**src/rtl/mcvq_pkg.sv**
```systemverilog
`default_nettype none
package mcvq_pkg;
    localparam int MAX_SAMPLES_DEF = 32;
    localparam int DATA_W  = 16;
    localparam int OFF_W   = 10;
    localparam int MEAN_W  = 24;
    localparam int STEP_W  = 16;
    // count, sum and divider widths cover the full capacity range up to 63
    localparam int CNT_W   = 6;
    localparam int SUM_W   = DATA_W + CNT_W;
    localparam int PROD_W  = SUM_W + 2;
    localparam int NUM_W   = 25 + CNT_W;
    localparam int NUMS_W  = NUM_W + 2;
    localparam int DEN_W   = DATA_W + CNT_W;
    localparam int STEP_DIV = 510;
    localparam int Q_SHIFT  = 8;

    typedef struct packed {
        logic                     en;
        logic [CNT_W-1:0]         addr;
        logic signed [DATA_W-1:0] data;
    } t_wr;

    typedef struct packed {
        logic signed [SUM_W-1:0]  sum;
        logic signed [DATA_W-1:0] min;
        logic signed [DATA_W-1:0] max;
        logic [CNT_W-1:0]         cnt;
        logic                     drop;
    } t_job;

    typedef struct packed {
        logic signed [OFF_W-1:0]  offset;
        logic signed [MEAN_W-1:0] mean_value;
        logic [STEP_W-1:0]        step_size;
        logic                     end_of_vector;
        logic                     overflowed;
    } t_res;
endpackage
`default_nettype wire

```
**src/rtl/mcvq_queue.sv**
```systemverilog
`default_nettype none
module mcvq_queue #(
    parameter type T = logic
) (
    input  logic i_clk,
    input  logic i_rst_n,
    input  logic i_push,
    input  T     i_data,
    output logic o_full,
    output logic o_empty,
    input  logic i_pop,
    output T     o_data
);
    T           r_mem [2];
    logic       r_wp;
    logic       r_rp;
    logic [1:0] r_cnt;
    logic       do_push;
    logic       do_pop;

    assign o_full  = (r_cnt == 2'd2);
    assign o_empty = (r_cnt == 2'd0);
    assign o_data  = r_mem[r_rp];
    assign do_push = i_push & ~o_full;
    assign do_pop  = i_pop & ~o_empty;

    always_ff @(posedge i_clk) begin
        if (do_push) begin
            r_mem[r_wp] <= i_data;
        end
    end

    always_ff @(posedge i_clk) begin
        if (!i_rst_n) begin
            r_wp  <= 1'b0;
            r_rp  <= 1'b0;
            r_cnt <= 2'd0;
        end else begin
            if (do_push) r_wp <= ~r_wp;
            if (do_pop)  r_rp <= ~r_rp;
            r_cnt <= r_cnt + {1'b0, do_push} - {1'b0, do_pop};
        end
    end
endmodule
`default_nettype wire

```
**src/rtl/mcvq_front.sv**
```systemverilog
`default_nettype none
module mcvq_front #(
    parameter int MAX_SAMPLES = mcvq_pkg::MAX_SAMPLES_DEF
) (
    input  logic                              i_clk,
    input  logic                              i_rst_n,
    input  logic                              push,
    output logic                              full,
    input  logic signed [mcvq_pkg::DATA_W-1:0] i_sample,
    input  logic                              i_last,
    input  logic                              i_job_empty,
    input  logic                              i_busy,
    output mcvq_pkg::t_wr                     o_wr,
    output logic                              o_job_push,
    output mcvq_pkg::t_job                    o_job
);
    import mcvq_pkg::*;

    localparam logic [CNT_W-1:0] CAP = CNT_W'(MAX_SAMPLES);
    localparam logic signed [DATA_W-1:0] MOST_POS = {1'b0, {(DATA_W-1){1'b1}}};
    localparam logic signed [DATA_W-1:0] MOST_NEG = {1'b1, {(DATA_W-1){1'b0}}};

    logic signed [SUM_W-1:0]  r_sum, n_sum;
    logic signed [DATA_W-1:0] r_min, n_min;
    logic signed [DATA_W-1:0] r_max, n_max;
    logic [CNT_W-1:0]         r_cnt, n_cnt;
    logic                     r_drop, n_drop;
    logic                     acc;
    logic                     keep;

    // hold new samples while a vector waits or is being emitted
    assign full = ~i_job_empty | i_busy;
    assign acc  = push & ~full;
    assign keep = (r_cnt < CAP);

    always_comb begin
        n_sum  = r_sum;
        n_min  = r_min;
        n_max  = r_max;
        n_cnt  = r_cnt;
        n_drop = r_drop;
        if (keep) begin
            n_sum = r_sum + SUM_W'(i_sample);
            n_cnt = r_cnt + 1'b1;
            if (i_sample < r_min) n_min = i_sample;
            if (i_sample > r_max) n_max = i_sample;
        end else begin
            n_drop = 1'b1;
        end
    end

    assign o_wr.en    = acc & keep;
    assign o_wr.addr  = r_cnt;
    assign o_wr.data  = i_sample;
    assign o_job_push = acc & i_last;
    assign o_job.sum  = n_sum;
    assign o_job.min  = n_min;
    assign o_job.max  = n_max;
    assign o_job.cnt  = n_cnt;
    assign o_job.drop = n_drop;

    always_ff @(posedge i_clk) begin
        if (!i_rst_n || (acc && i_last)) begin
            r_sum  <= '0;
            r_min  <= MOST_POS;
            r_max  <= MOST_NEG;
            r_cnt  <= '0;
            r_drop <= 1'b0;
        end else if (acc) begin
            r_sum  <= n_sum;
            r_min  <= n_min;
            r_max  <= n_max;
            r_cnt  <= n_cnt;
            r_drop <= n_drop;
        end
    end
endmodule
`default_nettype wire

```
**src/rtl/mcvq_div.sv**
```systemverilog
`default_nettype none
module mcvq_div (
    input  logic                         i_clk,
    input  logic                         i_rst_n,
    input  logic                         i_start,
    input  logic [mcvq_pkg::NUM_W-1:0]   i_num,
    input  logic [mcvq_pkg::DEN_W-1:0]   i_den,
    output logic                         o_done,
    output logic [mcvq_pkg::NUM_W-1:0]   o_quo
);
    import mcvq_pkg::*;

    localparam int IW = $clog2(NUM_W + 1);

    logic             r_busy;
    logic             r_done;
    logic [IW-1:0]    r_cnt;
    logic [NUM_W-1:0] r_quo;
    logic [DEN_W:0]   r_rem;
    logic [DEN_W-1:0] r_den;
    logic [DEN_W:0]   sh;
    logic [DEN_W+1:0] diff;
    logic             borrow;

    assign sh     = {r_rem[DEN_W-1:0], r_quo[NUM_W-1]};
    assign diff   = {1'b0, sh} - {2'b00, r_den};
    assign borrow = diff[DEN_W+1];
    assign o_done = r_done;
    assign o_quo  = r_quo;

    always_ff @(posedge i_clk) begin
        if (!i_rst_n) begin
            r_busy <= 1'b0;
            r_done <= 1'b0;
            r_cnt  <= '0;
        end else begin
            r_done <= 1'b0;
            if (i_start) begin
                r_busy <= 1'b1;
                r_cnt  <= IW'(NUM_W);
            end else if (r_busy) begin
                r_cnt <= r_cnt - 1'b1;
                if (r_cnt == IW'(1)) begin
                    r_busy <= 1'b0;
                    r_done <= 1'b1;
                end
            end
        end
    end

    // one quotient bit per cycle, restoring
    always_ff @(posedge i_clk) begin
        if (i_start) begin
            r_quo <= i_num;
            r_rem <= '0;
            r_den <= i_den;
        end else if (r_busy) begin
            r_quo <= {r_quo[NUM_W-2:0], ~borrow};
            r_rem <= borrow ? sh : diff[DEN_W:0];
        end
    end
endmodule
`default_nettype wire

```
**src/rtl/mcvq_back.sv**
```systemverilog
`default_nettype none
module mcvq_back #(
    parameter int MAX_SAMPLES = mcvq_pkg::MAX_SAMPLES_DEF
) (
    input  logic           i_clk,
    input  logic           i_rst_n,
    input  mcvq_pkg::t_wr  i_wr,
    input  logic           i_job_empty,
    input  mcvq_pkg::t_job i_job,
    output logic           o_job_pop,
    output logic           o_busy,
    input  logic           i_res_full,
    output logic           o_res_push,
    output mcvq_pkg::t_res o_res
);
    import mcvq_pkg::*;

    localparam int AW = (MAX_SAMPLES > 1) ? $clog2(MAX_SAMPLES) : 1;
    localparam logic signed [NUMS_W-1:0] K_SCALE = NUMS_W'(STEP_DIV);
    // range*256/510 = (range*128)/255, taken as (range*128)*ceil(2^31/255) >> 31
    localparam int STEP_SH = 31;
    localparam logic [23:0] STEP_RECIP = 24'd8421505;

    typedef enum logic [3:0] {
        S_IDLE, S_MEAN, S_MEAN_W, S_STEP,
        S_RD, S_PROD, S_SCALE, S_OFF, S_OFF_W, S_OUT
    } t_state;

    logic signed [DATA_W-1:0] r_store [MAX_SAMPLES];

    t_state                   r_state;
    logic [CNT_W-1:0]         r_n;
    logic signed [SUM_W-1:0]  r_sum;
    logic [DATA_W-1:0]        r_range;
    logic                     r_drop;
    logic signed [MEAN_W-1:0] r_mean;
    logic [STEP_W-1:0]        r_step;
    logic [DEN_W-1:0]         r_den;
    logic [CNT_W-1:0]         r_idx;
    logic signed [DATA_W-1:0] r_v;
    logic signed [PROD_W-1:0] r_prod;
    logic signed [NUMS_W-1:0] r_num;
    logic signed [OFF_W-1:0]  r_off;

    logic                     div_start;
    logic [NUM_W-1:0]         div_num;
    logic [DEN_W-1:0]         div_den;
    logic                     div_done;
    logic [NUM_W-1:0]         div_q;
    logic [NUM_W-1:0]         q_neg;
    logic [SUM_W-1:0]         sum_mag;
    logic [NUMS_W-1:0]        num_mag;
    logic signed [PROD_W-1:0] nv;
    logic [DATA_W:0]          diff;
    logic                     at_end;
    logic [47:0]              step_prod;

    assign sum_mag   = r_sum[SUM_W-1] ? SUM_W'(-r_sum) : SUM_W'(r_sum);
    assign num_mag   = r_num[NUMS_W-1] ? NUMS_W'(-r_num) : NUMS_W'(r_num);
    assign q_neg     = NUM_W'(-div_q);
    assign nv        = $signed({1'b0, r_n}) * r_v;
    assign diff      = {i_job.max[DATA_W-1], i_job.max} - {i_job.min[DATA_W-1], i_job.min};
    assign at_end    = (r_idx == r_n - 1'b1);
    assign step_prod = {r_range, 7'b0} * STEP_RECIP;

    always_comb begin
        div_start = 1'b0;
        div_num   = num_mag[NUM_W-1:0];
        div_den   = r_den;
        unique case (r_state)
            S_MEAN: begin
                div_start = 1'b1;
                div_num   = NUM_W'(sum_mag) << Q_SHIFT;
                div_den   = DEN_W'(r_n);
            end
            S_OFF: begin
                div_start = (r_range != '0);
            end
            default: begin
            end
        endcase
    end

    mcvq_div u_div (
        .i_clk   (i_clk),
        .i_rst_n (i_rst_n),
        .i_start (div_start),
        .i_num   (div_num),
        .i_den   (div_den),
        .o_done  (div_done),
        .o_quo   (div_q)
    );

    always_ff @(posedge i_clk) begin
        if (i_wr.en) begin
            r_store[i_wr.addr[AW-1:0]] <= i_wr.data;
        end
    end

    always_ff @(posedge i_clk) begin
        if (!i_rst_n) begin
            r_state <= S_IDLE;
        end else begin
            unique case (r_state)
                S_IDLE: begin
                    if (!i_job_empty) begin
                        r_n     <= i_job.cnt;
                        r_sum   <= i_job.sum;
                        r_range <= diff[DATA_W-1:0];
                        r_drop  <= i_job.drop;
                        r_idx   <= '0;
                        r_state <= S_MEAN;
                    end
                end
                S_MEAN: r_state <= S_MEAN_W;
                S_MEAN_W: begin
                    if (div_done) begin
                        r_mean  <= r_sum[SUM_W-1] ? q_neg[MEAN_W-1:0] : div_q[MEAN_W-1:0];
                        r_state <= S_STEP;
                    end
                end
                S_STEP: begin
                    r_step  <= step_prod[STEP_SH +: STEP_W];
                    r_den   <= DEN_W'(r_n) * DEN_W'(r_range);
                    r_state <= S_RD;
                end
                S_RD: begin
                    r_v     <= r_store[r_idx[AW-1:0]];
                    r_state <= S_PROD;
                end
                S_PROD: begin
                    r_prod  <= nv - PROD_W'(r_sum);
                    r_state <= S_SCALE;
                end
                S_SCALE: begin
                    r_num   <= NUMS_W'(r_prod) * K_SCALE;
                    r_state <= S_OFF;
                end
                S_OFF: begin
                    // equal samples: offset is zero, skip the divide
                    if (r_range == '0) begin
                        r_off   <= '0;
                        r_state <= S_OUT;
                    end else begin
                        r_state <= S_OFF_W;
                    end
                end
                S_OFF_W: begin
                    if (div_done) begin
                        r_off   <= r_num[NUMS_W-1] ? q_neg[OFF_W-1:0] : div_q[OFF_W-1:0];
                        r_state <= S_OUT;
                    end
                end
                S_OUT: begin
                    if (!i_res_full) begin
                        if (at_end) begin
                            r_state <= S_IDLE;
                        end else begin
                            r_idx   <= r_idx + 1'b1;
                            r_state <= S_RD;
                        end
                    end
                end
                default: r_state <= S_IDLE;
            endcase
        end
    end

    assign o_job_pop  = (r_state == S_IDLE) & ~i_job_empty;
    assign o_busy     = (r_state != S_IDLE);
    assign o_res_push = (r_state == S_OUT) & ~i_res_full;

    assign o_res.offset        = r_off;
    assign o_res.mean_value    = r_mean;
    assign o_res.step_size     = r_step;
    assign o_res.end_of_vector = at_end;
    assign o_res.overflowed    = r_drop;
endmodule
`default_nettype wire

```
**src/rtl/mean_centered_vector_quantizer.sv**
```systemverilog
// Mean-centered vector quantizer.
// Input queue: drive i_sample/i_last with push; a beat is taken when push is
// high and full is low. i_last closes the vector. Samples past MAX_SAMPLES are
// dropped and flag overflowed on every result of that vector.
// Result queue: while empty is low the oldest result sits on the o_ ports;
// pop takes it. One result per stored sample, in arrival order.
// Each sample beat is taken in the cycle it is offered with full low. After the last beat, full stays high
// until the whole vector has been emitted.
// After the last beat, the first result follows the mean divide and then the first
// offset divide (skipped when all samples are equal); each further result waits
// on one more offset divide. Both run on the shared bit-serial divider that
// retires one quotient bit per cycle.
// A two-entry result queue absorbs pop stalls; once it fills, the emitter
// waits and no result is lost.
// Reset (synchronous, active low) empties both queues, clears the running
// sum, minimum, maximum and count, and returns the emitter to idle.
`default_nettype none
module mean_centered_vector_quantizer #(
    parameter int MAX_SAMPLES = mcvq_pkg::MAX_SAMPLES_DEF
) (
    input  logic                               i_clk,
    input  logic                               i_rst_n,
    input  logic                               push,
    output logic                               full,
    input  logic signed [mcvq_pkg::DATA_W-1:0] i_sample,
    input  logic                               i_last,
    output logic                               empty,
    input  logic                               pop,
    output logic signed [mcvq_pkg::OFF_W-1:0]  o_offset,
    output logic signed [mcvq_pkg::MEAN_W-1:0] o_mean_value,
    output logic [mcvq_pkg::STEP_W-1:0]        o_step_size,
    output logic                               o_end_of_vector,
    output logic                               o_overflowed
);
    import mcvq_pkg::*;

    t_wr  wr;
    t_job job_in, job_out;
    t_res res_in, res_out;
    logic job_push, job_pop, job_empty, job_full;
    logic res_push, res_full;
    logic busy;

    mcvq_front #(.MAX_SAMPLES(MAX_SAMPLES)) u_front (
        .i_clk       (i_clk),
        .i_rst_n     (i_rst_n),
        .push        (push),
        .full        (full),
        .i_sample    (i_sample),
        .i_last      (i_last),
        .i_job_empty (job_empty),
        .i_busy      (busy),
        .o_wr        (wr),
        .o_job_push  (job_push),
        .o_job       (job_in)
    );

    mcvq_queue #(.T(t_job)) u_jobq (
        .i_clk   (i_clk),
        .i_rst_n (i_rst_n),
        .i_push  (job_push),
        .i_data  (job_in),
        .o_full  (job_full),
        .o_empty (job_empty),
        .i_pop   (job_pop),
        .o_data  (job_out)
    );

    mcvq_back #(.MAX_SAMPLES(MAX_SAMPLES)) u_back (
        .i_clk       (i_clk),
        .i_rst_n     (i_rst_n),
        .i_wr        (wr),
        .i_job_empty (job_empty),
        .i_job       (job_out),
        .o_job_pop   (job_pop),
        .o_busy      (busy),
        .i_res_full  (res_full),
        .o_res_push  (res_push),
        .o_res       (res_in)
    );

    mcvq_queue #(.T(t_res)) u_resq (
        .i_clk   (i_clk),
        .i_rst_n (i_rst_n),
        .i_push  (res_push),
        .i_data  (res_in),
        .o_full  (res_full),
        .o_empty (empty),
        .i_pop   (pop),
        .o_data  (res_out)
    );

    assign o_offset        = res_out.offset;
    assign o_mean_value    = res_out.mean_value;
    assign o_step_size     = res_out.step_size;
    assign o_end_of_vector = res_out.end_of_vector;
    // job queue never fills: the front holds while one vector is pending
    assign o_overflowed    = res_out.overflowed & ~job_full;
endmodule
`default_nettype wire

```
**config.mk**
```make
export PLATFORM = sky130hd
export DESIGN_NAME = mean_centered_vector_quantizer
export DESIGN_NICKNAME = d
export VERILOG_FILES = /design/src/rtl/mcvq_pkg.sv /design/src/rtl/mcvq_queue.sv /design/src/rtl/mcvq_front.sv /design/src/rtl/mcvq_div.sv /design/src/rtl/mcvq_back.sv /design/src/rtl/mean_centered_vector_quantizer.sv
export SDC_FILE = /design/constraint.sdc
export NUM_CORES = 2
export LEC_CHECK = 0
export BUFFER_PORTS_ARGS = -buffer_cell sky130_fd_sc_hd__buf_2
export CAP_MARGIN = 20
export CORE_AREA = 2 2 319 384
export DETAILED_ROUTE_END_ITERATION = 7
export DIE_AREA = 0 0 321 386
export PLACE_DENSITY = 0.65
export RECOVER_POWER = 100
export SETUP_SLACK_MARGIN = 0.4
export SYNTH_ARGS = -nofsm -noshare
export SYNTH_HDL_FRONTEND = slang
export SYNTH_SLANG_ARGS = --single-unit
```
**constraint.sdc**
```tcl
create_clock -name i_clk -period 12.86 [get_ports i_clk]
set_clock_uncertainty 0.15 [all_clocks]
set_input_delay 1.929 -clock i_clk [delete_from_list [all_inputs] [get_ports i_clk]]
set_output_delay 1.929 -clock i_clk [all_outputs]
set_load 0.005 [all_outputs]
```
# ---- After elaboration in Yosys (flattened, before gate mapping)
# Memories as Yosys holds them, arrays and structs flattened. A register that Yosys moved wholly into a read port is not among the register bits.
# Index checks and enable logic that the tools add are counted.
dict set report totals {
  memories 3
  output_inout_bits 54
  ramBits 738
  latch_bits 0
  word_cells 166
  rom_bits 0
  reg_bits 334
}
dict set report op_classes {
  n_bitwise 23
  div 0
  eq_ne 19
  order_cmp 3
  shift 0
  mul 4
  n_reduce_logical 22
  add_sub_neg 15
  mux 47
}
# memory words width rd rd_ports_with_merged_regs write_ports line_no
set memory_table {}
lappend memory_table {u_back.r_store 32 16 1 1 1 mcvq_back.sv:29} ;# logic signed [DATA_W-1:0] r_store [MAX_SAMPLES];
lappend memory_table {u_jobq.r_mem 2 61 1 1 1 mcvq_queue.sv:14} ;# T r_mem [2];
lappend memory_table {u_resq.r_mem 2 52 1 1 1 mcvq_queue.sv:14}
# op n
set ops {}
lappend ops {{two-way mux 31 bit} 4}
lappend ops {{two-way mux 22 bit} 3}
lappend ops {{two-way mux 16 bit} 4}
lappend ops {{subtractor 23 x 22 -> 24 bit} 2}
lappend ops {{multiplier 16 x 24 -> 40 bit (second input constant)} 1}
lappend ops {{one-hot mux 4 bit (10 select lines)} 1}
lappend ops {{multiplier 24 x 9 -> 32 bit (second input constant)} 1}
lappend ops {{negation 31 bit} 1}
lappend ops {{two-way mux 10 bit} 3}
lappend ops {{two-way mux 6 bit} 5}
lappend ops {{two-way mux 24 bit} 1}
lappend ops {{negation 24 bit} 1}
lappend ops {{multiplier 7 x 16 -> 23 bit} 1}
lappend ops {{adder 22 x 16 -> 22 bit} 1}
lappend ops {{multiplier 6 x 16 -> 22 bit} 1}
lappend ops {{negation 22 bit} 1}
lappend ops {{one-hot mux 10 bit (2 select lines)} 1}
lappend ops {{equality test 4 x 3 -> 1 bit (second input constant)} 4}
lappend ops {{greater-than comparator 16 bit} 1}
lappend ops {{logical NOT 16 bit} 1}
lappend ops {{less-than comparator 16 bit} 1}
lappend ops {{two-way mux 1 bit} 16}
lappend ops {{two-way mux 4 bit} 4}
lappend ops {{nonzero test 16 bit} 1}
lappend ops {{other kinds (34)} 73}

# ---- Depth between registers and ports, before layout
dict set report logic_depth {
  ltp_word 9
  depth_mapped 20
  ltp_nobuf 20
}

# ---- By module
# From an unflattened synthesis, not the netlist that was laid out.
dict set report hier_totals {
  hier_cells 4588
  hier_area_um2 61285.0
}
# mod seq_area_each_um2 area_each_um2 n_inst cells_per_inst
set modules_own_cells {}
lappend modules_own_cells {mcvq_back 21280.4 42590.8 1 3114}
lappend modules_own_cells {mcvq_front 1221.2 5013.6 1 649}
lappend modules_own_cells {{mcvq_queue (u_jobq)} 3763.6 4941.0 1 217}
lappend modules_own_cells {mcvq_div 2172.1 4484.3 1 418}
lappend modules_own_cells {{mcvq_queue (u_resq)} 3223.1 4241.6 1 189}
lappend modules_own_cells {mean_centered_vector_quantizer 0.0 13.8 1 1}

# ---- Worst setup path before layout
# Ideal clock, no wire load.
dict set report synth_timing {
  path_kind {input port to flip-flop}
  from {input i_rst_n}
  to {register u_back.r_drop (enable)}
  t_arrival_ps 6811
  n_path_buf 2
  setup_slack_ps 5339
  cell_stages 4
  path_cell_list {clkbuf_1 -> inv_1 -> clkbuf_1 -> nor4_1}
}
dict set report synth_via {
  elab_chain_len 1
}
# element line_no
set synth_rtl {}
lappend synth_rtl {{start, declared} mean_centered_vector_quantizer.sv:22} ;# input logic i_rst_n,
lappend synth_rtl {{AND reduction 3 bit (no source line)} n/a}
lappend synth_rtl {{end signal, assigned} mcvq_back.sv:110} ;# r_drop <= i_job.drop;
lappend synth_rtl {{end, declared} mcvq_back.sv:35} ;# logic r_drop;
# No other way between the ends.
# A chain may end at the register's enable or synchronous reset.

==> flow_summary.rst <==
.. list-table::
   :header-rows: 1

   * - Metric
     - Value
   * - Run status
     - finished with violations
   * - Violated checks
     - max-capacitance violations, max-slew violations
   * - Transition time at the pin with the least slew margin
     - 4290 ps
   * - Number of flops mapped to enable cells by yosys
     - 985
   * - Crit path time final
     - 7610 ps
   * - Fin. max-slew vios
     - 1546
   * - CTS-repair resized insts
     - 0
   * - Async set-or-reset flop fraction in the synthesized netlist
     - 0%
   * - Most numerous cell in the Yosys netlist
     - edfxtp_1
   * - Share of cells above drive strength 1
     - 11.1%
   * - Switching part of the total
     - 37.2%
   * - P_sw
     - 5.71 mW
   * - Setup crit start kind
     - register
   * - Critical path start-end classification
     - register to register
   * - Via-per-instance ratio
     - 5.54
   * - Routed vias
     - 34.5k
   * - WL final
     - 129000 µm
   * - Proportion of synthesized chip area in sequential cells
     - 53.0%
   * - Clock slew at reported path FFs
     - 60 ps
   * - Synthesis-to-layout area growth
     - 9.56%
   * - DP Cell Count
     - 6020
   * - Cts hold-fix bufs
     - 0
   * - Cell types with the largest area share after synthesis
     - edfxtp_1, fa_1, ha_1, mux4_2, dfxtp_1
   * - Share of power burned in combinational logic
     - 46.7%
   * - Cells after Synth
     - 4451
   * - FP Rows
     - 140
   * - Share of the clock period used by the worst path after layout
     - 59.2%
   * - Data arrival at the endpoint of the critical path
     - 7900 ps
   * - Final setup viols
     - 0
   * - Most used DFF post-synth
     - edfxtp_1
   * - Accumulated negative setup slack
     - 0 ps
   * - Nets
     - 5184
   * - Max_cap viols
     - 39
   * - Via count of the first global-routing pass
     - 35.2k
   * - Buffer count from post-CTS setup fixing
     - 0
   * - Number of hold violations in the final report
     - 0
   * - Worst hold path class
     - register to register
   * - IO Port Bufs
     - 74
   * - Internal
     - 9.64 mW
   * - Antenna Nets Post-Route
     - 0
   * - Max H-tree Level
     - 3
   * - Crit Path Max Fanout
     - 106
   * - Clk network pwr share
     - 21.1%
   * - Clock buffer count from CTS
     - 108
   * - Reg power frac
     - 32.2%
   * - Syn. warnings
     - 0
   * - Number of remaining DRC errors
     - 0
   * - Cell area power density
     - 235 nW/µm²
   * - Setup repair after global routing missed its margin
     - false
   * - Pin count of the biggest net entering global routing
     - 107
   * - Portion of synthesized cell area occupied by the leading cell type
     - 49.6%
   * - Placer congestion estimate
     - 0.843
   * - Synth Net Count
     - 5065
   * - Cell at the root of the clock tree
     - clkbuf_16
   * - Total Die Area
     - 124000 µm²
   * - Area of the multi-input gates
     - 25400 µm²
   * - Final Instance Count excl. Fillers
     - 6227
   * - Placed inst area
     - 62100 µm²
   * - Core Area
     - 121000 µm²
   * - Req. time, crit path
     - 13150 ps
   * - CTS tree
     - done
   * - Synth cell types
     - 83
   * - Dpl hpwl
     - 87800 µm
   * - Initial antenna violation count
     - 3
   * - Number of inserted filler cells in the final layout
     - 9968
   * - Cell accounting for the most synthesized area
     - edfxtp_1
   * - Worst ir drop on vdd
     - 0.000201 V
   * - Combined area of all synthesized cells
     - 59700 µm²
   * - Initial core utilization
     - 49.5%
   * - Ranking of synthesized cells by instance count
     - edfxtp_1, inv_1, ha_1
   * - Num ports
     - 75
   * - Syn_area_per_cell
     - 13.4 µm²
   * - FMAX
     - 0.131 GHz
   * - Skew-Pair Late Insertion Delay
     - 740 ps
   * - Register area
     - 31700 µm²
   * - Iteration-0 DRC Markers
     - 2582
   * - Worst setup EP type
     - register
   * - Worst slew margin relative to its limit
     - -186%
   * - Global-route total usage across every layer
     - 21.2%
   * - Die Span Y
     - 386 µm
   * - Number of register bits inferred by synthesis
     - 1089
   * - Area of all placed cells without fillers
     - 65400 µm²
   * - Core utilization of the finished layout
     - 54.3%
   * - Static Leak
     - 24.9 nW
   * - Wire length of the first global-routing pass
     - 201000 µm
   * - Total overflow reported by the global router
     - 0
   * - Die W
     - 321 µm
   * - DRT Pass-1 Iters
     - 7
   * - # clock sinks
     - 1089
   * - Worst-case clock buffer depth
     - 3
   * - Average wire length per cell after detail routing
     - 20.8 µm
state kept, by name (all words and copies together) (netlist names), 22 cells and up, named ones only:
register            cells
u_back.r_den           22
u_back.u_div.r_rem     22
u_front.r_sum          22
u_back.r_mean          24
u_back.u_div.o_quo     31
u_resq.r_mem          104
u_back.r_prod          24
u_back.r_num           31
u_back.u_div.r_den     22
u_back.r_store        512
u_jobq.r_mem          122
u_back.r_sum           22
worst paths after layout:
kind	start	to	slack, ps	cells after the start
worst min register to register	u_back.r_mean[7]	u_resq.r_mem[1][25]	300	0
worst min-delay path	u_back.r_mean[7]	u_resq.r_mem[1][25]	300	0
worst max register to register	u_back.r_idx[0]	u_back.r_v[12]	5250	5
worst max-delay path	u_back.r_idx[0]	u_back.r_v[12]	5250	5
cells by family (layout without fill, tap and decap cells):
family | after synthesis | count (layout) | synth area share, %
flip-flops | 1089 | 1089 | 53.0
AND/OR/NAND/NOR | 934 | 934 | 7.90
buffers and inverters | 686 | 898 | 4.35
adder cells (fa/ha/maj) | 593 | 593 | 15.8
AO/OA/AOI/OAI | 560 | 560 | 5.87
multiplexers | 360 | 360 | 9.69
XOR/XNOR | 229 | 229 | 3.36
other | 0 | 2 | 0
power groups by stage:
stage / clock network [mW] / registers [mW] / logic, mW
finish: 3.24 / 4.94 / 7.17
floorplan: 0 / 4.86 / 5.60
CTS: 3.31 / 4.92 / 7.27
global route: 3.44 / 4.97 / 8.16
detailed placement: 0 / 4.99 / 7.22
global placement: 0 / 4.98 / 7.11
layer usage:
metal	vias up	track usage, %	share of wire [%]	routed length, µm
li1	16100	-	-	-
met1	17400	26.7	41	53500
met2	709	38.2	52	67500
met3	172	2.84	4.3	5570
met4	4	5.88	2.1	2710
met5	-	0	0.019	25
layout by cell type (no fill, tap or decap), drive strengths merged, types with 16 or more instances in the layout:
cell      n
mux2    144
inv     533
mux2i    56
xor2     76
or3      30
xnor2   153
ha      327
nand2   227
fa      266
or2      16
nand3    66
nor2    226
a211oi   23
o31ai    17
and2    182
o21ai   172
a21oi   162
edfxtp  985
nor3     43
clkinv   37
nand2b   27
o21a     28
and3     19
mux4    160
buf      53
dfxtp   104
nor2b    26
a21o     44
clkbuf  258
stage by stage:
stage                     hold WS, ps  worst slack (ps)  power (mW)
after floorplan                   271              5340        10.5
after global placement            274              7340        12.1
after detailed placement          279              7220        12.2
after CTS                         294              7240        15.5
after global routing              301              4420        16.6
final                             296              5250        15.3
final cells by class:
| type | instances | area share, % |
|---|---|---|
| diodes | 2 | 0.00765 |
| clock buffers | 148 | 4.50 |
| clock inverters | 55 | 1.11 |
| inverters | 532 | 3.06 |
| multi-input cells | 2676 | 38.8 |
| flip-flops and latches | 1089 | 48.4 |
| well taps | 1562 | 2.99 |
| repair buffers | 163 | 1.11 |
worst max-delay path, stage by stage (launching register included):
cell and delay, ps:
edfxtp_1 310, clkbuf_1 1700, clkbuf_2 3100, mux4_2 800, mux4_2 560, mux2_1 390
(Power assumes the default switching activity.)
